`src/sv/dsti_pkg.sv`:
```
// ----------------------------------------------------------------------------
// dsti_pkg: shared types and constants for the decimal string parser
// Token codes made by the front classifier and read by the back parser.
// ----------------------------------------------------------------------------
package dsti_pkg;

  // token kinds
  localparam logic [2:0] TK_DIGIT = 3'd0;
  localparam logic [2:0] TK_BLANK = 3'd1;
  localparam logic [2:0] TK_PLUS  = 3'd2;
  localparam logic [2:0] TK_MINUS = 3'd3;
  localparam logic [2:0] TK_OTHER = 3'd4;
  localparam logic [2:0] TK_END   = 3'd5;

  // widths
  localparam int CHAR_W  = 8;
  localparam int MAG_W   = 33;
  localparam int VALUE_W = 32;

  // classified character
  typedef struct packed {
    logic [2:0] kind;
    logic [3:0] digit;
  } tok_t;

  localparam int TOK_W = $bits(tok_t);

endpackage

```
`src/sv/dsti_front.sv`:
```
// ----------------------------------------------------------------------------
// dsti_front: character intake and classification
// Registers each accepted character as a token (digit, blank, sign, other,
// end of string) and offers it to the token queue.
// ----------------------------------------------------------------------------
module dsti_front (
  input  logic                      clk,
  input  logic                      rst,
  input  logic                      char_valid,
  output logic                      char_ready,
  input  logic [dsti_pkg::CHAR_W-1:0] char_byte,
  output logic                      tok_valid,
  input  logic                      tok_ready,
  output dsti_pkg::tok_t            tok
);
  import dsti_pkg::*;

  tok_t tok_next;

  // classify the incoming byte
  always_comb begin
    tok_next.digit = char_byte[3:0] - 4'd0;
    if (char_byte == 8'h00) begin
      tok_next.kind = TK_END;
    end else if (char_byte >= 8'h30 && char_byte <= 8'h39) begin
      tok_next.kind = TK_DIGIT;
    end else if (char_byte == 8'h20 || (char_byte >= 8'h09 && char_byte <= 8'h0D)) begin
      tok_next.kind = TK_BLANK;
    end else if (char_byte == 8'h2B) begin
      tok_next.kind = TK_PLUS;
    end else if (char_byte == 8'h2D) begin
      tok_next.kind = TK_MINUS;
    end else begin
      tok_next.kind = TK_OTHER;
    end
  end

  // one-entry output register; refills in the cycle it drains
  assign char_ready = !tok_valid || tok_ready;

  always_ff @(posedge clk) begin
    if (rst) begin
      tok_valid <= 1'b0;
    end else if (char_ready) begin
      tok_valid <= char_valid;
    end
  end

  always_ff @(posedge clk) begin
    if (char_valid && char_ready) begin
      tok <= tok_next;
    end
  end

endmodule

```
`src/sv/dsti_fifo.sv`:
```
// ----------------------------------------------------------------------------
// dsti_fifo: token queue between front and back
// Small register queue so front and back stall independently.
// ----------------------------------------------------------------------------
module dsti_fifo #(
  parameter int DEPTH = 4
) (
  input  logic           clk,
  input  logic           rst,
  input  logic           push_valid,
  output logic           push_ready,
  input  dsti_pkg::tok_t push_tok,
  output logic           pop_valid,
  input  logic           pop_ready,
  output dsti_pkg::tok_t pop_tok
);
  import dsti_pkg::*;

  localparam int AW = (DEPTH > 1) ? $clog2(DEPTH) : 1;
  localparam int CW = $clog2(DEPTH + 1);

  tok_t          entries [DEPTH];
  logic [AW-1:0] wr_ptr;
  logic [AW-1:0] rd_ptr;
  logic [CW-1:0] count;
  logic          do_push;
  logic          do_pop;

  assign push_ready = (count != CW'(DEPTH));
  assign pop_valid  = (count != '0);
  assign pop_tok    = entries[rd_ptr];
  assign do_push    = push_valid && push_ready;
  assign do_pop     = pop_valid && pop_ready;

  // pointers and fill count
  always_ff @(posedge clk) begin
    if (rst) begin
      wr_ptr <= '0;
      rd_ptr <= '0;
      count  <= '0;
    end else begin
      if (do_push) begin
        wr_ptr <= (wr_ptr == AW'(DEPTH - 1)) ? '0 : wr_ptr + 1'b1;
      end
      if (do_pop) begin
        rd_ptr <= (rd_ptr == AW'(DEPTH - 1)) ? '0 : rd_ptr + 1'b1;
      end
      if (do_push && !do_pop) begin
        count <= count + 1'b1;
      end else if (do_pop && !do_push) begin
        count <= count - 1'b1;
      end
    end
  end

  // storage
  always_ff @(posedge clk) begin
    if (do_push) begin
      entries[wr_ptr] <= push_tok;
    end
  end

endmodule

```
`src/sv/dsti_back.sv`:
```
// ----------------------------------------------------------------------------
// dsti_back: parse state and result register
// Walks the token stream, accumulates a saturating magnitude, and at end of
// string range-checks it and loads the result register.
// ----------------------------------------------------------------------------
module dsti_back (
  input  logic                         clk,
  input  logic                         rst,
  input  logic                         unsigned_mode,
  input  logic                         tok_valid,
  output logic                         tok_ready,
  input  dsti_pkg::tok_t               tok,
  output logic                         result_valid,
  input  logic                         result_ready,
  output logic [dsti_pkg::VALUE_W-1:0] value_bits,
  output logic                         parse_ok
);
  import dsti_pkg::*;

  localparam logic [1:0] PH_START  = 2'd0;
  localparam logic [1:0] PH_SIGN   = 2'd1;
  localparam logic [1:0] PH_DIGITS = 2'd2;
  localparam logic [1:0] PH_BAD    = 2'd3;

  localparam logic [MAG_W-1:0] MAG_MAX = {MAG_W{1'b1}};
  localparam int               ACC_W   = MAG_W + 4;

  logic [1:0]         phase, phase_next;
  logic               is_negative, is_negative_next;
  logic [MAG_W-1:0]   magnitude, magnitude_next;
  logic               overflowed, overflowed_next;
  logic               any_char_seen, any_char_seen_next;
  logic [ACC_W-1:0]   acc;
  logic               take;
  logic               is_end;
  logic               ok_base;
  logic               ok;
  logic [VALUE_W-1:0] mag_low;
  logic [VALUE_W-1:0] value_calc;

  // end tokens need the result slot; others always drain
  assign is_end    = (tok.kind == TK_END);
  assign tok_ready = !is_end || !result_valid || result_ready;
  assign take      = tok_valid && tok_ready;

  // magnitude * 10 + digit as shift-add
  assign acc = {1'b0, magnitude, 3'b000} + {3'b000, magnitude, 1'b0} + ACC_W'(tok.digit);

  // next parse state
  always_comb begin
    phase_next         = phase;
    is_negative_next   = is_negative;
    magnitude_next     = magnitude;
    overflowed_next    = overflowed;
    any_char_seen_next = 1'b1;
    unique case (tok.kind)
      TK_END: begin
        phase_next         = PH_START;
        is_negative_next   = 1'b0;
        magnitude_next     = '0;
        overflowed_next    = 1'b0;
        any_char_seen_next = 1'b0;
      end
      TK_DIGIT: begin
        if (phase != PH_BAD) begin
          phase_next = PH_DIGITS;
          if (overflowed || acc > ACC_W'(MAG_MAX)) begin
            overflowed_next = 1'b1;
            magnitude_next  = MAG_MAX;
          end else begin
            magnitude_next = acc[MAG_W-1:0];
          end
        end
      end
      TK_BLANK: begin
        if (phase != PH_START) begin
          phase_next = PH_BAD;
        end
      end
      TK_PLUS, TK_MINUS: begin
        if (phase == PH_START) begin
          phase_next       = PH_SIGN;
          is_negative_next = (tok.kind == TK_MINUS);
        end else begin
          phase_next = PH_BAD;
        end
      end
      default: begin
        phase_next = PH_BAD;
      end
    endcase
  end

  // range check at end of string
  assign mag_low = magnitude[VALUE_W-1:0];
  assign ok_base = any_char_seen && (phase == PH_DIGITS) && !overflowed;

  always_comb begin
    if (unsigned_mode) begin
      if (is_negative) begin
        ok = ok_base && (magnitude == '0);
      end else begin
        ok = ok_base && !magnitude[MAG_W-1];
      end
    end else begin
      if (is_negative) begin
        ok = ok_base && (magnitude <= {2'b01, {(MAG_W-2){1'b0}}});
      end else begin
        ok = ok_base && (magnitude <= {2'b00, {(MAG_W-2){1'b1}}});
      end
    end
    if (!ok) begin
      value_calc = '0;
    end else if (is_negative) begin
      value_calc = '0 - mag_low;
    end else begin
      value_calc = mag_low;
    end
  end

  // parse state registers
  always_ff @(posedge clk) begin
    if (rst) begin
      phase         <= PH_START;
      is_negative   <= 1'b0;
      magnitude     <= '0;
      overflowed    <= 1'b0;
      any_char_seen <= 1'b0;
    end else if (take) begin
      phase         <= phase_next;
      is_negative   <= is_negative_next;
      magnitude     <= magnitude_next;
      overflowed    <= overflowed_next;
      any_char_seen <= any_char_seen_next;
    end
  end

  // result register
  always_ff @(posedge clk) begin
    if (rst) begin
      result_valid <= 1'b0;
    end else if (take && is_end) begin
      result_valid <= 1'b1;
    end else if (result_ready) begin
      result_valid <= 1'b0;
    end
  end

  always_ff @(posedge clk) begin
    if (take && is_end) begin
      value_bits <= value_calc;
      parse_ok   <= ok;
    end
  end

endmodule

```
`src/sv/decimal_string_to_int_checked.sv`:
```
// ----------------------------------------------------------------------------
// decimal_string_to_int_checked: decimal ASCII to 32-bit integer with check
// Front classifier, token queue and back parser with result register.
// ----------------------------------------------------------------------------
// Takes one character per cycle while no unread result holds up the queue; a
// zero byte ends the string and yields one result (value_bits, parse_ok) once
// the terminator has passed the front register, the token queue and the result
// register in that order, each of which can stall on back-pressure.
// The rate is set by the back parser, which folds one digit per cycle into a
// 33-bit saturating magnitude with a single shift-add. Accepted format is
// optional blanks, an optional sign and one or more digits; failures return
// zero. unsigned_mode selects the signed or unsigned 32-bit range check and
// is read when the terminator is parsed; write it only while the block is
// idle. QUEUE_DEPTH sets the number of tokens buffered between the stages.
// ----------------------------------------------------------------------------
module decimal_string_to_int_checked #(
  parameter int QUEUE_DEPTH = 4
) (
  input  logic                         clk,
  input  logic                         rst,
  input  logic                         cfg_wr_en,
  input  logic                         cfg_wr_data,
  input  logic                         char_valid,
  output logic                         char_ready,
  input  logic [dsti_pkg::CHAR_W-1:0]  char_byte,
  output logic                         result_valid,
  input  logic                         result_ready,
  output logic [dsti_pkg::VALUE_W-1:0] value_bits,
  output logic                         parse_ok
);
  import dsti_pkg::*;

  logic unsigned_mode;
  logic f_valid, f_ready;
  tok_t f_tok;
  logic q_valid, q_ready;
  tok_t q_tok;

  // mode register
  always_ff @(posedge clk) begin
    if (rst) begin
      unsigned_mode <= 1'b0;
    end else if (cfg_wr_en) begin
      unsigned_mode <= cfg_wr_data;
    end
  end

  dsti_front u_front (
    .clk        (clk),
    .rst        (rst),
    .char_valid (char_valid),
    .char_ready (char_ready),
    .char_byte  (char_byte),
    .tok_valid  (f_valid),
    .tok_ready  (f_ready),
    .tok        (f_tok)
  );

  dsti_fifo #(
    .DEPTH (QUEUE_DEPTH)
  ) u_fifo (
    .clk        (clk),
    .rst        (rst),
    .push_valid (f_valid),
    .push_ready (f_ready),
    .push_tok   (f_tok),
    .pop_valid  (q_valid),
    .pop_ready  (q_ready),
    .pop_tok    (q_tok)
  );

  dsti_back u_back (
    .clk           (clk),
    .rst           (rst),
    .unsigned_mode (unsigned_mode),
    .tok_valid     (q_valid),
    .tok_ready     (q_ready),
    .tok           (q_tok),
    .result_valid  (result_valid),
    .result_ready  (result_ready),
    .value_bits    (value_bits),
    .parse_ok      (parse_ok)
  );

endmodule

```
`config.mk`:
```
export PLATFORM = sky130hd
export DESIGN_NAME = decimal_string_to_int_checked
export DESIGN_NICKNAME = d
export VERILOG_FILES = /design/src/sv/dsti_pkg.sv /design/src/sv/dsti_front.sv /design/src/sv/dsti_fifo.sv /design/src/sv/dsti_back.sv /design/src/sv/decimal_string_to_int_checked.sv
export SDC_FILE = /design/constraint.sdc
export NUM_CORES = 1
export LEC_CHECK = 0
export BUFFER_PORTS_ARGS = -buffer_cell sky130_fd_sc_hd__buf_2
export CAP_MARGIN = 20
export CORE_MARGIN = 5
export CORE_UTILIZATION = 35
export DETAILED_ROUTE_END_ITERATION = 12
export PLACE_DENSITY = 0.62
export SYNTH_ARGS = -nofsm -noshare
export SYNTH_HDL_FRONTEND = slang
export SYNTH_SLANG_ARGS = --single-unit
export TNS_END_PERCENT = 50
```
`constraint.sdc`:
```
create_clock -name clk -period 5.7 [get_ports clk]
set_input_delay 0.57 -clock clk [delete_from_list [all_inputs] [get_ports clk]]
set_output_delay 0.57 -clock clk [all_outputs]
set_load 0.01 [all_outputs]
```
==> impl_summary.md, run 1 <==
Global route
The number of antenna violations at the first check in global routing is 0. In the global route stage, overall resource usage came out at about 15%. The maximum number of pins on one net before global-route repair is 41. The first global-routing pass estimated 31.9 mm of wire. The via count of the first global-routing pass is 6,127. The total congestion overflow is 0.

Setup path
The critical path start-end classification is flip-flop to flip-flop. Across all register-to-register paths, the minimum setup slack is approximately 1.4 ns. For the worst flop-to-flop path, the logic depth is 14. The startpoint class of the critical path is a flip-flop.

The critical path capture point type is a flip-flop. For the worst setup path, the data required time is 6.02 ns. In this run the worst path has a maximum fanout of 18.

The critical path data arrival time is 4.63 ns. The destination of the worst register-to-register timing path is u_back.magnitude[3]$_SDFFE_PP0P_.

Synthesis
Of the total synthesized cell area, the portion taken by AND, OR, NAND and NOR gates is 15.1%. The proportion of synthesized chip area in sequential cells is 37.8%. The synthesized netlist devotes 6.31% of its cell area to XOR and XNOR gates. After synthesis, the largest family of logic cells by area is compound AO/OA/AOI/OAI gates. For this run, asynchronously set or reset flops after synthesis account for 0%.

The number of warning messages in the yosys log is 0. In the synthesized netlist the dominant register cell turns out to be sky130_fd_sc_hd__edfxtp_1. Measured against the total synthesized area, the mux share comes to 2.83%. Synthesis produced a netlist whose cell count is 822. The fraction of synthesized cell area taken by the top area cell type is 25.4%. By count the netlist is led by sky130_fd_sc_hd__nor2_1, sky130_fd_sc_hd__a21oi_1, sky130_fd_sc_hd__ha_1. The mean area per synthesized cell is about 9.8 µm². The synthesized design spends more area on one cell type than any other, namely sky130_fd_sc_hd__edfxtp_1. Summing the areas of all compound-gate instances in the mapped netlist gives 21.6% of the synthesized area. Counting flops and latches in the post-synthesis netlist gives approximately 120. The arithmetic-cell share of the synthesized area counting full adders, half adders and majority gates is ~12%. When the netlist entered floorplanning its net count stood at 912. After synthesis, the cell types taking the most area are sky130_fd_sc_hd__edfxtp_1, sky130_fd_sc_hd__dfxtp_1, sky130_fd_sc_hd__ha_1. The synthesized cell area is approximately 0.0081 mm². The number of flops mapped to enable cells by yosys is 68. In this run, distinct cell masters in the synthesized netlist total between 80 and 90. Among all cell types in the netlist, the one instantiated most often is sky130_fd_sc_hd__nor2_1.

Die
The floorplan row count is 55. The number of top-level pins is 49. The area of the die is 0.0261 mm². The initial utilization of the core area, before any placement, comes to 35.6%. The total area inside the core boundary comes to 0.0226 mm². The height of the die is 162 µm. In this run the horizontal extent of the chip is 162 µm.

Route
The number of optimization iterations in the first detailed-route pass is 4. Wires add up to 19.3 mm. In the routed layout, each cell is associated on average with a via count of between 5 and 6.

The detail route stage leaves a number of antenna-violating nets equal to 0. Dividing the detail-routed wire length by the instance count gives about 17 µm. The first routing iteration left 475 violations. The total vias in the final route is 6,361. The DRC violations left is 0.

Hold path
The worst hold-check path type is input pin to flip-flop. The capture endpoint of the worst hold path is unsigned_mode$_SDFFE_PP0P_. The hold path depth is 3. The critical hold path startpoint is cfg_wr_data.

Timing
The final-report hold violation count is 0. Setup repair after global routing left no endpoint under its margin. The minimum clock period after layout is around 4.3 ns. The setup TNS after final layout is 0 ns.

The top achievable clock speed is approximately 230 MHz. The total count of max-transition violations in the final report is 0. The part of the cycle the worst path needs is 75.5%. The final worst slack is approximately 1.4 ns. The relative slew slack is 31.3%. The slew of the pin with the lowest slew margin is just over 1 ns. Setup violations remaining at the end of the flow were counted as 0.

Between clock sinks in the finished design, the worst skew comes to about 0.011 ns.

Final layout
The number of filler cells placed in the layout is 2,224. Across the whole layout, storage elements account for 0.00304 mm². The post-route non-filler standard cell count is 1,149. The multi-input gate area in the final layout is 0.00468 mm². The count of nets after finishing is 941. The synthesis-to-layout area growth is 12.7%.

The design area is 0.00907 mm². The final antenna diode count is 0. The fraction of layout cells with a size suffix above 1 is 16.3%.

Placed design
The congestion estimate from routability-driven global placement came to 0.922. Counting tap cells, the placed design contains a total of approximately 1,100 instances. The detailed placement HPWL is 13.8 mm.

In this run the cell area measured after placement is between 0.008 and 0.009 mm². The number of buffer cells added on primary ports is 48. At the placement stage, the worst setup path has a slack of 1.37 ns.

Clock tree
In this run the number of H-tree levels came out at 4. Clock tree synthesis inserted a total of 17 buffers. Clock latency on the worst-skew pair, taken at its later pin, is 0.43 ns.

The post-CTS clock slew at the launch and capture registers of the worst setup and hold paths is 0.06 ns. The setup fix buffers added after clock tree synthesis is 0. The TritonCTS clock tree is built.

The longest clock path from root to sink contains 2 buffers. The number of hold buffers added after cts is 0. The tree is rooted in a sky130_fd_sc_hd__clkbuf_16. In this run, post-CTS repair resized a total of 0 instances. The total number of clock tree sinks is between 100 and 150.

Pwr
The static leakage power is 3.63 nW. IR analysis of the VDD net gives a maximum drop of 0.153 mV. In this run the power density over the cells is 302 mW/mm².

Outcome
The flow ran to the end, and the final reports show no timing, DRC or antenna violations.

Job
The tool flagged a number of max-cap violations equal to 0.
[worst max-delay path: stages (launching register included)]
cell and delay (ns):
sky130_fd_sc_hd__dfxtp_1 0.60, sky130_fd_sc_hd__mux4_2 0.56, sky130_fd_sc_hd__inv_1 0.08, sky130_fd_sc_hd__fa_1 0.40
sky130_fd_sc_hd__inv_1 0.11, sky130_fd_sc_hd__fa_1 0.24, sky130_fd_sc_hd__a211oi_1 0.11, sky130_fd_sc_hd__o211ai_1 0.29
sky130_fd_sc_hd__nand2_1 0.14, sky130_fd_sc_hd__o41ai_2 0.55, sky130_fd_sc_hd__a21oi_1 0.19, sky130_fd_sc_hd__a211oi_2 0.32
sky130_fd_sc_hd__nor4b_4 0.08, sky130_fd_sc_hd__buf_4 0.23, sky130_fd_sc_hd__a221oi_1 0.29
[layer usage]
metal	track usage, %	vias to the layer above	wire length, µm
met5	0	-	0
met4	4.92	0	398
met3	3.81	30	1210
met2	25.7	151	9280
met1	18.8	3009	8440
li1	-	3171	-
[kinds of logic (layout without fill, tap and decap cells)]
kind of cell | count (synthesis) | after routing
muxes | 14 | 14
AOI/OAI and AO/OA | 241 | 241
adders and majority gates | 77 | 77
xor gates and xnor gates | 58 | 58
and+or+nand+nor | 242 | 242
DFF | 118 | 118
buffers and inverters | 72 | 114
[sequential cells by signal, summed over array words and instances (netlist names), 2 cells and up, named ones only]
register	count
u_back.magnitude	33
u_back.phase	2
u_back.value_bits	32
u_fifo.count	3
u_fifo.entries	28
u_fifo.rd_ptr	2
u_fifo.wr_ptr	2
u_front.tok	7
[stage by stage]
stage	util (%)	hold slack [ns]	power [W]
2_1_floorplan	-	0.457	0.00152
3_3_place_gp	37.4	0.477	0.00169
3_5_place_dp	37.4	0.500	0.00171
4_1_cts	40.0	0.374	0.00277
5_1_grt	40.1	0.404	0.00289
6_report	40.1	0.391	0.00274
[cell usage in the layout, fill, tap and decap left out, types with 11 or more instances in the layout]
master | Yosys | layout
sky130_fd_sc_hd__o31ai_1 | 11 | 11
sky130_fd_sc_hd__ha_1 | 73 | 73
sky130_fd_sc_hd__a221oi_2 | 15 | 15
sky130_fd_sc_hd__nand2_1 | 66 | 66
sky130_fd_sc_hd__clkbuf_16 | 0 | 17
sky130_fd_sc_hd__o21ai_0 | 32 | 32
sky130_fd_sc_hd__a21oi_1 | 75 | 75
sky130_fd_sc_hd__edfxtp_1 | 68 | 68
sky130_fd_sc_hd__buf_2 | 15 | 48
sky130_fd_sc_hd__inv_1 | 24 | 24
sky130_fd_sc_hd__a21o_1 | 12 | 12
sky130_fd_sc_hd__nor3_1 | 16 | 16
sky130_fd_sc_hd__xnor2_1 | 15 | 15
sky130_fd_sc_hd__nor2_1 | 77 | 76
sky130_fd_sc_hd__nand4_1 | 16 | 16
sky130_fd_sc_hd__xor2_1 | 43 | 43
sky130_fd_sc_hd__dfxtp_1 | 50 | 50
[layout make-up]
cell class / instances / area share [%]
clock buffer: 18 / 4.84
multi-input combinational: 632 / 51.6
tap: 285 / 3.93
sequential: 118 / 33.5
timing repair buffer: 58 / 3.61
clock inverter: 14 / 1.50
inverter: 24 / 0.993
[power breakdown]
group / total, W / internal [W] / switching (W)
Clock: 0.00106 / 0.000621 / 0.000434
Sequential: 0.00108 / 0.00101 / 0.0000677
Combinational: 0.000608 / 0.000223 / 0.000384
[worst max-delay path by stage]
stage                     startpoint                                end  slack [ns]  cells past startpoint
after floorplan            flip-flop  u_back.magnitude[10]$_SDFFE_PP0P_        2.03                     14
after global placement     flip-flop   u_back.magnitude[1]$_SDFFE_PP0P_        1.56                     14
after detailed placement   flip-flop   u_back.magnitude[3]$_SDFFE_PP0P_        1.37                     14
after CTS                  flip-flop   u_back.magnitude[3]$_SDFFE_PP0P_        1.32                     14
after global routing       flip-flop   u_back.magnitude[1]$_SDFFE_PP0P_        0.96                     14
final                      flip-flop   u_back.magnitude[3]$_SDFFE_PP0P_        1.39                     14
Power figures use the tool's default switching activity.
==> run 2, diff against run 1 <==
==> constraint.sdc (replaced) <==
create_clock -name clk -period 4.5 [get_ports clk]
set_input_delay 0.45 -clock clk [delete_from_list [all_inputs] [get_ports clk]]
set_output_delay 0.45 -clock clk [all_outputs]
set_load 0.01 [all_outputs]
==> impl_summary.md, run 2 (same netlist as run 1, synthesis figures left out) <==
Outcome
The run finished with clean final reports.

Placed design
The detailed placement HPWL came to 13.9 mm (+1.2%). The number of buffer cells added on primary ports is 48 (unchanged). The cell area after placement came to 0.00848 mm² (about the same). The weighted congestion reported at the end of routability-driven placement is 0.900 (-2.3%). The worst setup timing slack at the placement stage is 0.294 ns (-1.07 ns).

Setup path
The delay of the slowest cell on the worst path was 0.55 ns (-0.05 ns). The critical path start-end classification is flip-flop to flip-flop. Walking the worst path, the cells encountered are mux4_2, inv_1, fa_1, inv_1, fa_1, a211oi_1, o211ai_1, nand2_1, o41ai_4, a21oi_1, a211oi_2, nor4b_4, buf_4, a221oi_1. The critical path data arrival time was 4.44 ns (-0.19 ns). The slowest stage of the critical path is the sky130_fd_sc_hd__mux4_2 cell. The required time reported for the critical path endpoint came to 4.82 ns (-1.20 ns).

STA classifies the critical path startpoint as a flip-flop. The highest fanout seen on the critical path is 20 (+2). The internal reg-to-reg setup slack came to 0.38 ns (-1.01 ns).

The critical path capture point type is a flip-flop.

Global route
The via count of the first global-routing pass came to 6,101 (-0.42%). The overall fraction of global-route tracks in use came to 14.8% (-0.30 points). The maximum number of pins on one net before global-route repair is 41 (unchanged). The total congestion overflow is 0 (unchanged). The number of antenna violations at the first check in global routing is 0 (unchanged). The global-route wire length before repair came to 31.0 mm (-2.8%).

Clock tree
The maximum level of the CTS H-tree was 4 (unchanged). The number of buffers on the longest clock path came to 2 (unchanged). The number of hold buffers added after cts came to 0 (unchanged). The total number of clock tree sinks is 118 (unchanged).

The post-CTS clock slew at the launch and capture registers of the worst setup and hold paths is 0.06 ns (about the same). The clock latency at the later pin of the worst-skew pair is 0.43 ns (about the same). The TritonCTS clock tree is built. The root buffer cell is sky130_fd_sc_hd__clkbuf_16.

The clock buffer count from CTS is 17 (unchanged).

Final layout
The final antenna diode count is 0 (unchanged). The number of flip-flops under the largest register name came to 33 (unchanged). The library cell used most frequently in the layout, excluding fill and tap cells, is sky130_fd_sc_hd__nor2_1. The synthesis-to-layout area growth is 13.4%.

The fraction of layout cells with a size suffix above 1 is 16.3% (-0.019 points). The design area was 0.00913 mm² (+0.61%). The register with the most flip-flops is u_back.magnitude. The count of nets after finishing is 942 (+0.11%). The largest registers in the layout are u_back.magnitude: 33 flops, u_back.value_bits: 32 flops, u_fifo.entries: 28 flops. Leaving out fill and tap cells, the most frequent cells in the layout are sky130_fd_sc_hd__nor2_1, sky130_fd_sc_hd__a21oi_1, sky130_fd_sc_hd__ha_1, sky130_fd_sc_hd__edfxtp_1, sky130_fd_sc_hd__nand2_1.

Timing
The part of the cycle the worst path needs is 91.5% (+16 points). The top achievable clock speed is 243 MHz (+4.6%). The final worst slack is 0.382 ns (-1.01 ns). The total count of max-transition violations in the final report is 0 (unchanged).

The slew of the pin with the lowest slew margin is 0.965 ns (-0.0613 ns). The final-report hold violation count is 0 (unchanged). The minimum clock period after layout is 4.12 ns (-0.188 ns). The relative slew slack was 35.4% (+4.1 points). Setup repair after global routing left no endpoint under its margin. The final-report setup violation count came to 0 (unchanged).

The setup TNS after final layout was 0 ns (unchanged). The maximum clock skew at final layout is 0.0108 ns (-0.000654 ns).

Die
The chip width is 162 µm (unchanged). The area of the die is 0.0261 mm² (unchanged). The initial core utilization was 35.6% (unchanged).

The number of top-level pins is 49 (unchanged). The floorplan row count came to 55 (unchanged). The height of the die is 162 µm (unchanged). The placeable core region is 0.0226 mm² (unchanged).

Hold path
The worst hold path begins at cfg_wr_data. The path class of the tightest hold or removal check is input pin to flip-flop.

Route
The number of optimization iterations in the first detailed-route pass came to 6 (+2). The number of nets with antenna violations after routing is 0 (unchanged). The routed length per placed instance is 16.7 µm (-0.89%). The DRC violations left is 0 (unchanged). The aggregate routed wire length was 19.2 mm (-0.80%).

The number of vias per cell after detailed routing is 5.51 (-0.46%). The total vias in the final route is 6,337 (-0.38%). The DRC marker count from the first detailed-route iteration is 422 (-11%).

Pwr
The static leakage power was 3.67 nW (+1.2%). The ratio of total power to cell area was 390 mW/mm² (+29%). The largest vdd supply drop came to 0.263 mV (+71%). The total power consumption of the routed design came to 0.00356 W (+30%).

Job
The count of maximum capacitance violations is 0 (unchanged).
==> run 2: changes by cell type in the layout (fill, tap and decap cells not counted) <==
cell and change:
sky130_fd_sc_hd__bufinv_16 +2, sky130_fd_sc_hd__buf_12 -1, sky130_fd_sc_hd__clkinv_4 -1, sky130_fd_sc_hd__clkinv_2 +1
sky130_fd_sc_hd__buf_16 +1, sky130_fd_sc_hd__clkbuf_8 -1, sky130_fd_sc_hd__buf_4 +1, sky130_fd_sc_hd__inv_6 -3
sky130_fd_sc_hd__o41ai_2 -1, sky130_fd_sc_hd__o41ai_4 +1, sky130_fd_sc_hd__clkinvlp_4 +2, sky130_fd_sc_hd__clkbuf_1 +1
sky130_fd_sc_hd__inv_4 -1
==> run 2: worst paths after layout <==
| check | end | cells past startpoint |
|---|---|---|
| hold reg to reg | u_back.result_valid$_SDFFE_PP0P_ | 2 |
| setup / recovery | u_back.magnitude[3]$_SDFFE_PP0P_ | 14 |
| hold / removal | unsigned_mode$_SDFFE_PP0P_ | 3 |
| setup reg to reg | u_back.magnitude[3]$_SDFFE_PP0P_ | 14 |
==> run 2: timing repair <==
item | CTS | global route
setup buffers | 0 | 0
setup endpoints to repair | 0 | 3
resized for setup | 0 | 1
==> run 2: power breakdown <==
group          internal [W]  total, W  switching [W]
Combinational      0.000293  0.000781       0.000488
Sequential          0.00128   0.00137      0.0000827
Clock              0.000876   0.00141       0.000536
Total               0.00245   0.00356        0.00111
==> run 2: critical path: cells and delay by family (launching register included) <==
family	cells	cell delay, ns
AND/OR/NAND/NOR	2	0.25
buffers and inverters	3	0.44
adder cells (fa/ha/maj)	2	0.64
multiplexers	1	0.55
flip-flops	1	0.49
AO/OA/AOI/OAI	6	1.65
==> run 2: area by class of cell <==
class                      count  area [µm²]
tap                          285         357
fill                        2207       13500
inverter                      24        90.1
timing repair buffer          59         343
multi-input combinational    632        4690
clock inverter                14         175
sequential                   118        3040
clock buffer                  18         429
==> run 2: stage by stage <==
step	utilization [%]	hold WS (ns)	cells
2_1_floorplan	-	0.457	822
3_3_place_gp	37.5	0.478	1117
3_5_place_dp	37.5	0.496	1117
4_1_cts	40.1	0.248	1149
5_1_grt	40.3	0.286	1150
6_report	40.3	0.260	1150
==> run 2: layer usage <==
layer / GRT usage (%) / routed length [µm] / vias up
met1: 18.8 / 8630 / 2985
met3: 3.32 / 930 / 37
li1: - / - / 3170
met4: 5.34 / 529 / 0
met5: 0 / 0 / -
met2: 24.7 / 9090 / 145
==> run 3, diff against run 2 <==
--- a/config.mk
+++ b/config.mk
@@ -9,9 +9,11 @@
 export CAP_MARGIN = 20
 export CORE_MARGIN = 5
 export CORE_UTILIZATION = 35
+export CTS_CLUSTER_DIAMETER = 50
 export DETAILED_ROUTE_END_ITERATION = 12
-export PLACE_DENSITY = 0.62
+export PLACE_DENSITY = 0.64
 export SYNTH_ARGS = -nofsm -noshare
 export SYNTH_HDL_FRONTEND = slang
+export SYNTH_HIERARCHICAL = 1
 export SYNTH_SLANG_ARGS = --single-unit
 export TNS_END_PERCENT = 50
==> constraint.sdc (replaced) <==
create_clock -name clk -period 3.4 [get_ports clk]
set_input_delay 0.34 -clock clk [delete_from_list [all_inputs] [get_ports clk]]
set_output_delay 0.34 -clock clk [all_outputs]
set_load 0.01 [all_outputs]
==> impl_summary.md, run 3 <==
Clock tree
The TritonCTS clock tree is built. The tree is rooted in a sky130_fd_sc_hd__clkbuf_16. The post-CTS clock slew at the launch and capture registers of the worst setup and hold paths is 0.06 ns (about the same).

The total number of clock tree sinks came to 118 (unchanged). The clock buffer count from CTS came to 17 (unchanged). The number of hold buffers added after cts is 0 (unchanged).

The maximum level of the CTS H-tree is 4 (unchanged). The clock latency at the later pin of the worst-skew pair was 0.43 ns (about the same). The number of buffers on the longest clock path is 2 (unchanged).

Placed design
The worst setup timing slack at the placement stage is -0.398 ns (-0.692 ns). The weighted congestion reported at the end of routability-driven placement is 0.882 (-2.1%). The detailed placement HPWL is 14.3 mm (+2.9%). The number of buffer cells added on primary ports is 48 (unchanged).

The total placed cells including tap cells is 1,169 (+4.7%).

Final layout
The number of flip-flops under the largest register name is 33 (unchanged). The number of filler cells placed in the layout came to 2,032 (-7.9%). The largest registers in the layout are u_back/magnitude: 33 flops, u_back/value_bits: 32 flops, u_fifo/entries: 28 flops. The final antenna diode count came to 0 (unchanged). From synthesis to final layout, the design area changed by 28.9%.

The post-route non-filler standard cell count is 1,215 (+5.7%). The sequential cell area is 0.00305 mm² (+0.12%). The register with the most flip-flops in the final layout is u_back/magnitude. Leaving out fill and tap cells, the most frequent cell in the layout is sky130_fd_sc_hd__buf_4.

The multi-input gate area in the final layout is 0.00457 mm² (-2.5%). The utilization of the core after routing is 45.6% (+5.3 points). The fraction of layout cells with a size suffix above 1 is 27.9% (+12 points). The count of nets after finishing came to 1,012 (+7.4%). Leaving out fill and tap cells, the most frequent cells in the layout are sky130_fd_sc_hd__buf_4, sky130_fd_sc_hd__a21oi_1, sky130_fd_sc_hd__ha_1, sky130_fd_sc_hd__edfxtp_1, sky130_fd_sc_hd__nor2_1.

Synthesis
The synthesized flop and latch total is 118 (unchanged). The synthesized cell area is 0.00770 mm² (-4.3%). Of all cell types, the one taking the most synthesized area is sky130_fd_sc_hd__edfxtp_1.

The number of flops mapped to enable cells by yosys is 68 (unchanged). The cell count after synthesis was 781 (-5.0%). Sorting the synthesized cells by area gives the leading types as sky130_fd_sc_hd__edfxtp_1, sky130_fd_sc_hd__dfxtp_1, sky130_fd_sc_hd__ha_1. The synthesized net count is 871 (-4.5%). The commonest register cell after synthesis is sky130_fd_sc_hd__edfxtp_1. The proportion of synthesized chip area in sequential cells is 39.5% (+1.7 points). The share of async-settable or async-resettable flops after synthesis is 0% (unchanged).

The mean area per synthesized cell is 9.86 µm² (+0.72%). The most frequent cell after synthesis is sky130_fd_sc_hd__a21oi_1. The fraction of synthesized cell area taken by the top area cell type is 26.5% (+1.1 points). The count of different cell masters after synthesis was 75 (-8.5%). The number of warning messages in the yosys log came to 6 (+6).

Ranked by instance count, the synthesized netlist is headed by sky130_fd_sc_hd__a21oi_1, sky130_fd_sc_hd__ha_1, sky130_fd_sc_hd__edfxtp_1.

Pwr
The static leakage power is 4.05 nW (+10%). The combinational share of power came to 48.2% (+26 points). The largest vdd supply drop is 0.396 mV (+50%). The part of the power in the clock network was 25.0% (-15 points).

The part of the total power dissipated in sequential elements came to 26.8% (-12 points). The switching part of the total power is 36.8% (+5.7 points). The total power consumption of the routed design was 0.00742 W (+110%). The power spent charging and discharging nets was 0.00273 W (+150%). The internal cell power was 0.00469 W (+91%). The ratio of total power to cell area was 747 mW/mm² (+92%).

Timing
The top achievable clock speed came to 267 MHz (+9.8%). The final-report hold violation count came to 0 (unchanged). The final-report setup violation count came to 48 (+48). The minimum clock period after layout is 3.75 ns (-0.366 ns).

The setup TNS after final layout is -10.47 ns (-10.47 ns). The part of the cycle the worst path needs is 110% (+19 points). The maximum clock skew at final layout came to 0.0255 ns (+0.0147 ns). Setup repair after global routing could not meet its margin everywhere.

The slew of the pin with the lowest slew margin is 1.05 ns (+0.0846 ns). The total count of max-transition violations in the final report came to 0 (unchanged). The relative slew slack was 30.0% (-5.4 points). The final worst slack was -0.352 ns (-0.734 ns).

Global route
The total congestion overflow is 0 (unchanged). The maximum number of pins on one net before global-route repair is 51 (+24%). The global-route wire length before repair was 32.2 mm (+3.9%).

The via count of the first global-routing pass is 6,511 (+6.7%). The number of antenna violations at the first check in global routing came to 0 (unchanged). The overall fraction of global-route tracks in use is 16.1% (+1.3 points).

Hold path
The worst hold-check path type is input pin to flip-flop.

Die
The height of the die was 158 µm (-2.0%). The placeable core region is 0.0218 mm² (-3.9%). The initial core utilization is 35.4% (-0.15 points). The chip width is 158 µm (-2.0%).

The floorplan row count was 54 (-1.8%). The number of top-level pins is 49 (unchanged). The area of the die is 0.0251 mm² (-4.0%).

Setup path
The critical path data arrival time is 4.04 ns (-0.40 ns). The highest fanout seen on the critical path is 4 (-80%). The worst setup path is captured at a flip-flop. The critical path start-end classification is flip-flop to flip-flop. The required time reported for the critical path endpoint is 3.69 ns (-1.13 ns). STA classifies the critical path startpoint as a flip-flop.

Outcome
The final reports fail on negative setup slack. The flow ran to the end, but the final reports show violations.

Route
The routed length per placed instance is 16.3 µm (-2.5%). The number of optimization iterations in the first detailed-route pass is 5 (-1). The aggregate routed wire length is 19.8 mm (+3.0%). The number of nets with antenna violations after routing is 0 (unchanged).

The DRC violations left is 0 (unchanged). The DRC marker count from the first detailed-route iteration is 429 (+1.7%). The number of vias per cell after detailed routing is 5.46 (-0.90%). The total vias in the final route is 6,635 (+4.7%).

Job
The count of maximum capacitance violations is 0 (unchanged).
## run 3: stage by stage
step / area, µm² / hold WS (ns)
finish: 9930 / 0.168
global route: 9930 / 0.177
CTS: 9840 / 0.140
detailed placement: 9010 / 0.483
global placement: 9010 / 0.479
floorplan: 7820 / 0.409
## run 3: kinds of logic (layout without fill, tap and decap cells)
group                      count (synthesis)  in the layout  share of synthesized area (%)
AOI/OAI and AO/OA                        227            227                           19.4
and+or+nand+nor                          215            215                           14.7
DFF                                      118            118                           39.5
adders and majority gates                 78             78                           12.9
buffers and inverters                     69            223                           3.69
xor gates and xnor gates                  59             59                           6.71
muxes                                     15             15                           3.09
## run 3: worst max-delay path, stage by stage (launching register included)
cell and delay, ns:
sky130_fd_sc_hd__dfxtp_4 0.36, sky130_fd_sc_hd__mux4_2 0.33, sky130_fd_sc_hd__inv_2 0.04, sky130_fd_sc_hd__fa_1 0.49, sky130_fd_sc_hd__inv_2 0.06, sky130_fd_sc_hd__fa_2 0.39
sky130_fd_sc_hd__a21o_1 0.21, sky130_fd_sc_hd__a311oi_1 0.23, sky130_fd_sc_hd__o21ai_1 0.13, sky130_fd_sc_hd__o211a_1 0.24, sky130_fd_sc_hd__o31a_1 0.25, sky130_fd_sc_hd__o2111ai_2 0.27
sky130_fd_sc_hd__nor3_4 0.11, sky130_fd_sc_hd__buf_4 0.15, sky130_fd_sc_hd__a2111oi_0 0.36
## run 3: repair_timing
action                     in CTS  in global routing
gates resized for setup        16                 11
setup buffers                  10                  1
gates cloned                    2                  1
pin swaps                      28                 10
setup endpoints to repair      66                 68
## run 3: metal layers
| metal | track usage (%) | wire length, µm | vias up |
|---|---|---|---|
| li1 | - | - | 3269 |
| met2 | 27.2 | 9420 | 187 |
| met1 | 20.5 | 8830 | 3142 |
| met4 | 5.16 | 468 | 0 |
| met3 | 3.59 | 1040 | 37 |
| met5 | 0 | 0 | - |
## run 3: layout make-up
| cell class | instances | area share, % |
|---|---|---|
| multi-input cells | 594 | 46.1 |
| flip-flops and latches | 118 | 30.7 |
| repair buffers | 163 | 12.5 |
| clock buffers | 20 | 4.60 |
| well taps | 280 | 3.53 |
| clock inverters | 12 | 1.52 |
| inverters | 28 | 1.06 |
## run 3: power groups by stage
stage | combinational [W] | sequential, W | clock, W
global placement | 0.00305 | 0.00201 | 0
CTS | 0.00343 | 0.00199 | 0.00190
floorplan | 0.00192 | 0.00205 | 0
detailed placement | 0.00310 | 0.00202 | 0
finish | 0.00358 | 0.00199 | 0.00185
global route | 0.00391 | 0.00203 | 0.00196
## run 3: path summary, 6_finish.rpt
check	startpoint	to	slack, ns	cells after the start
max reg2reg	flip-flop	u_back/overflowed$_SDFFE_PP0P_	-0.35	14
max	flip-flop	u_back/overflowed$_SDFFE_PP0P_	-0.35	14
min	char_valid	u_front/tok_valid$_SDFFE_PP0N_	0.17	3
min reg2reg	u_back/any_char_seen$_SDFFE_PP0P_	u_back/any_char_seen$_SDFFE_PP0P_	0.50	2
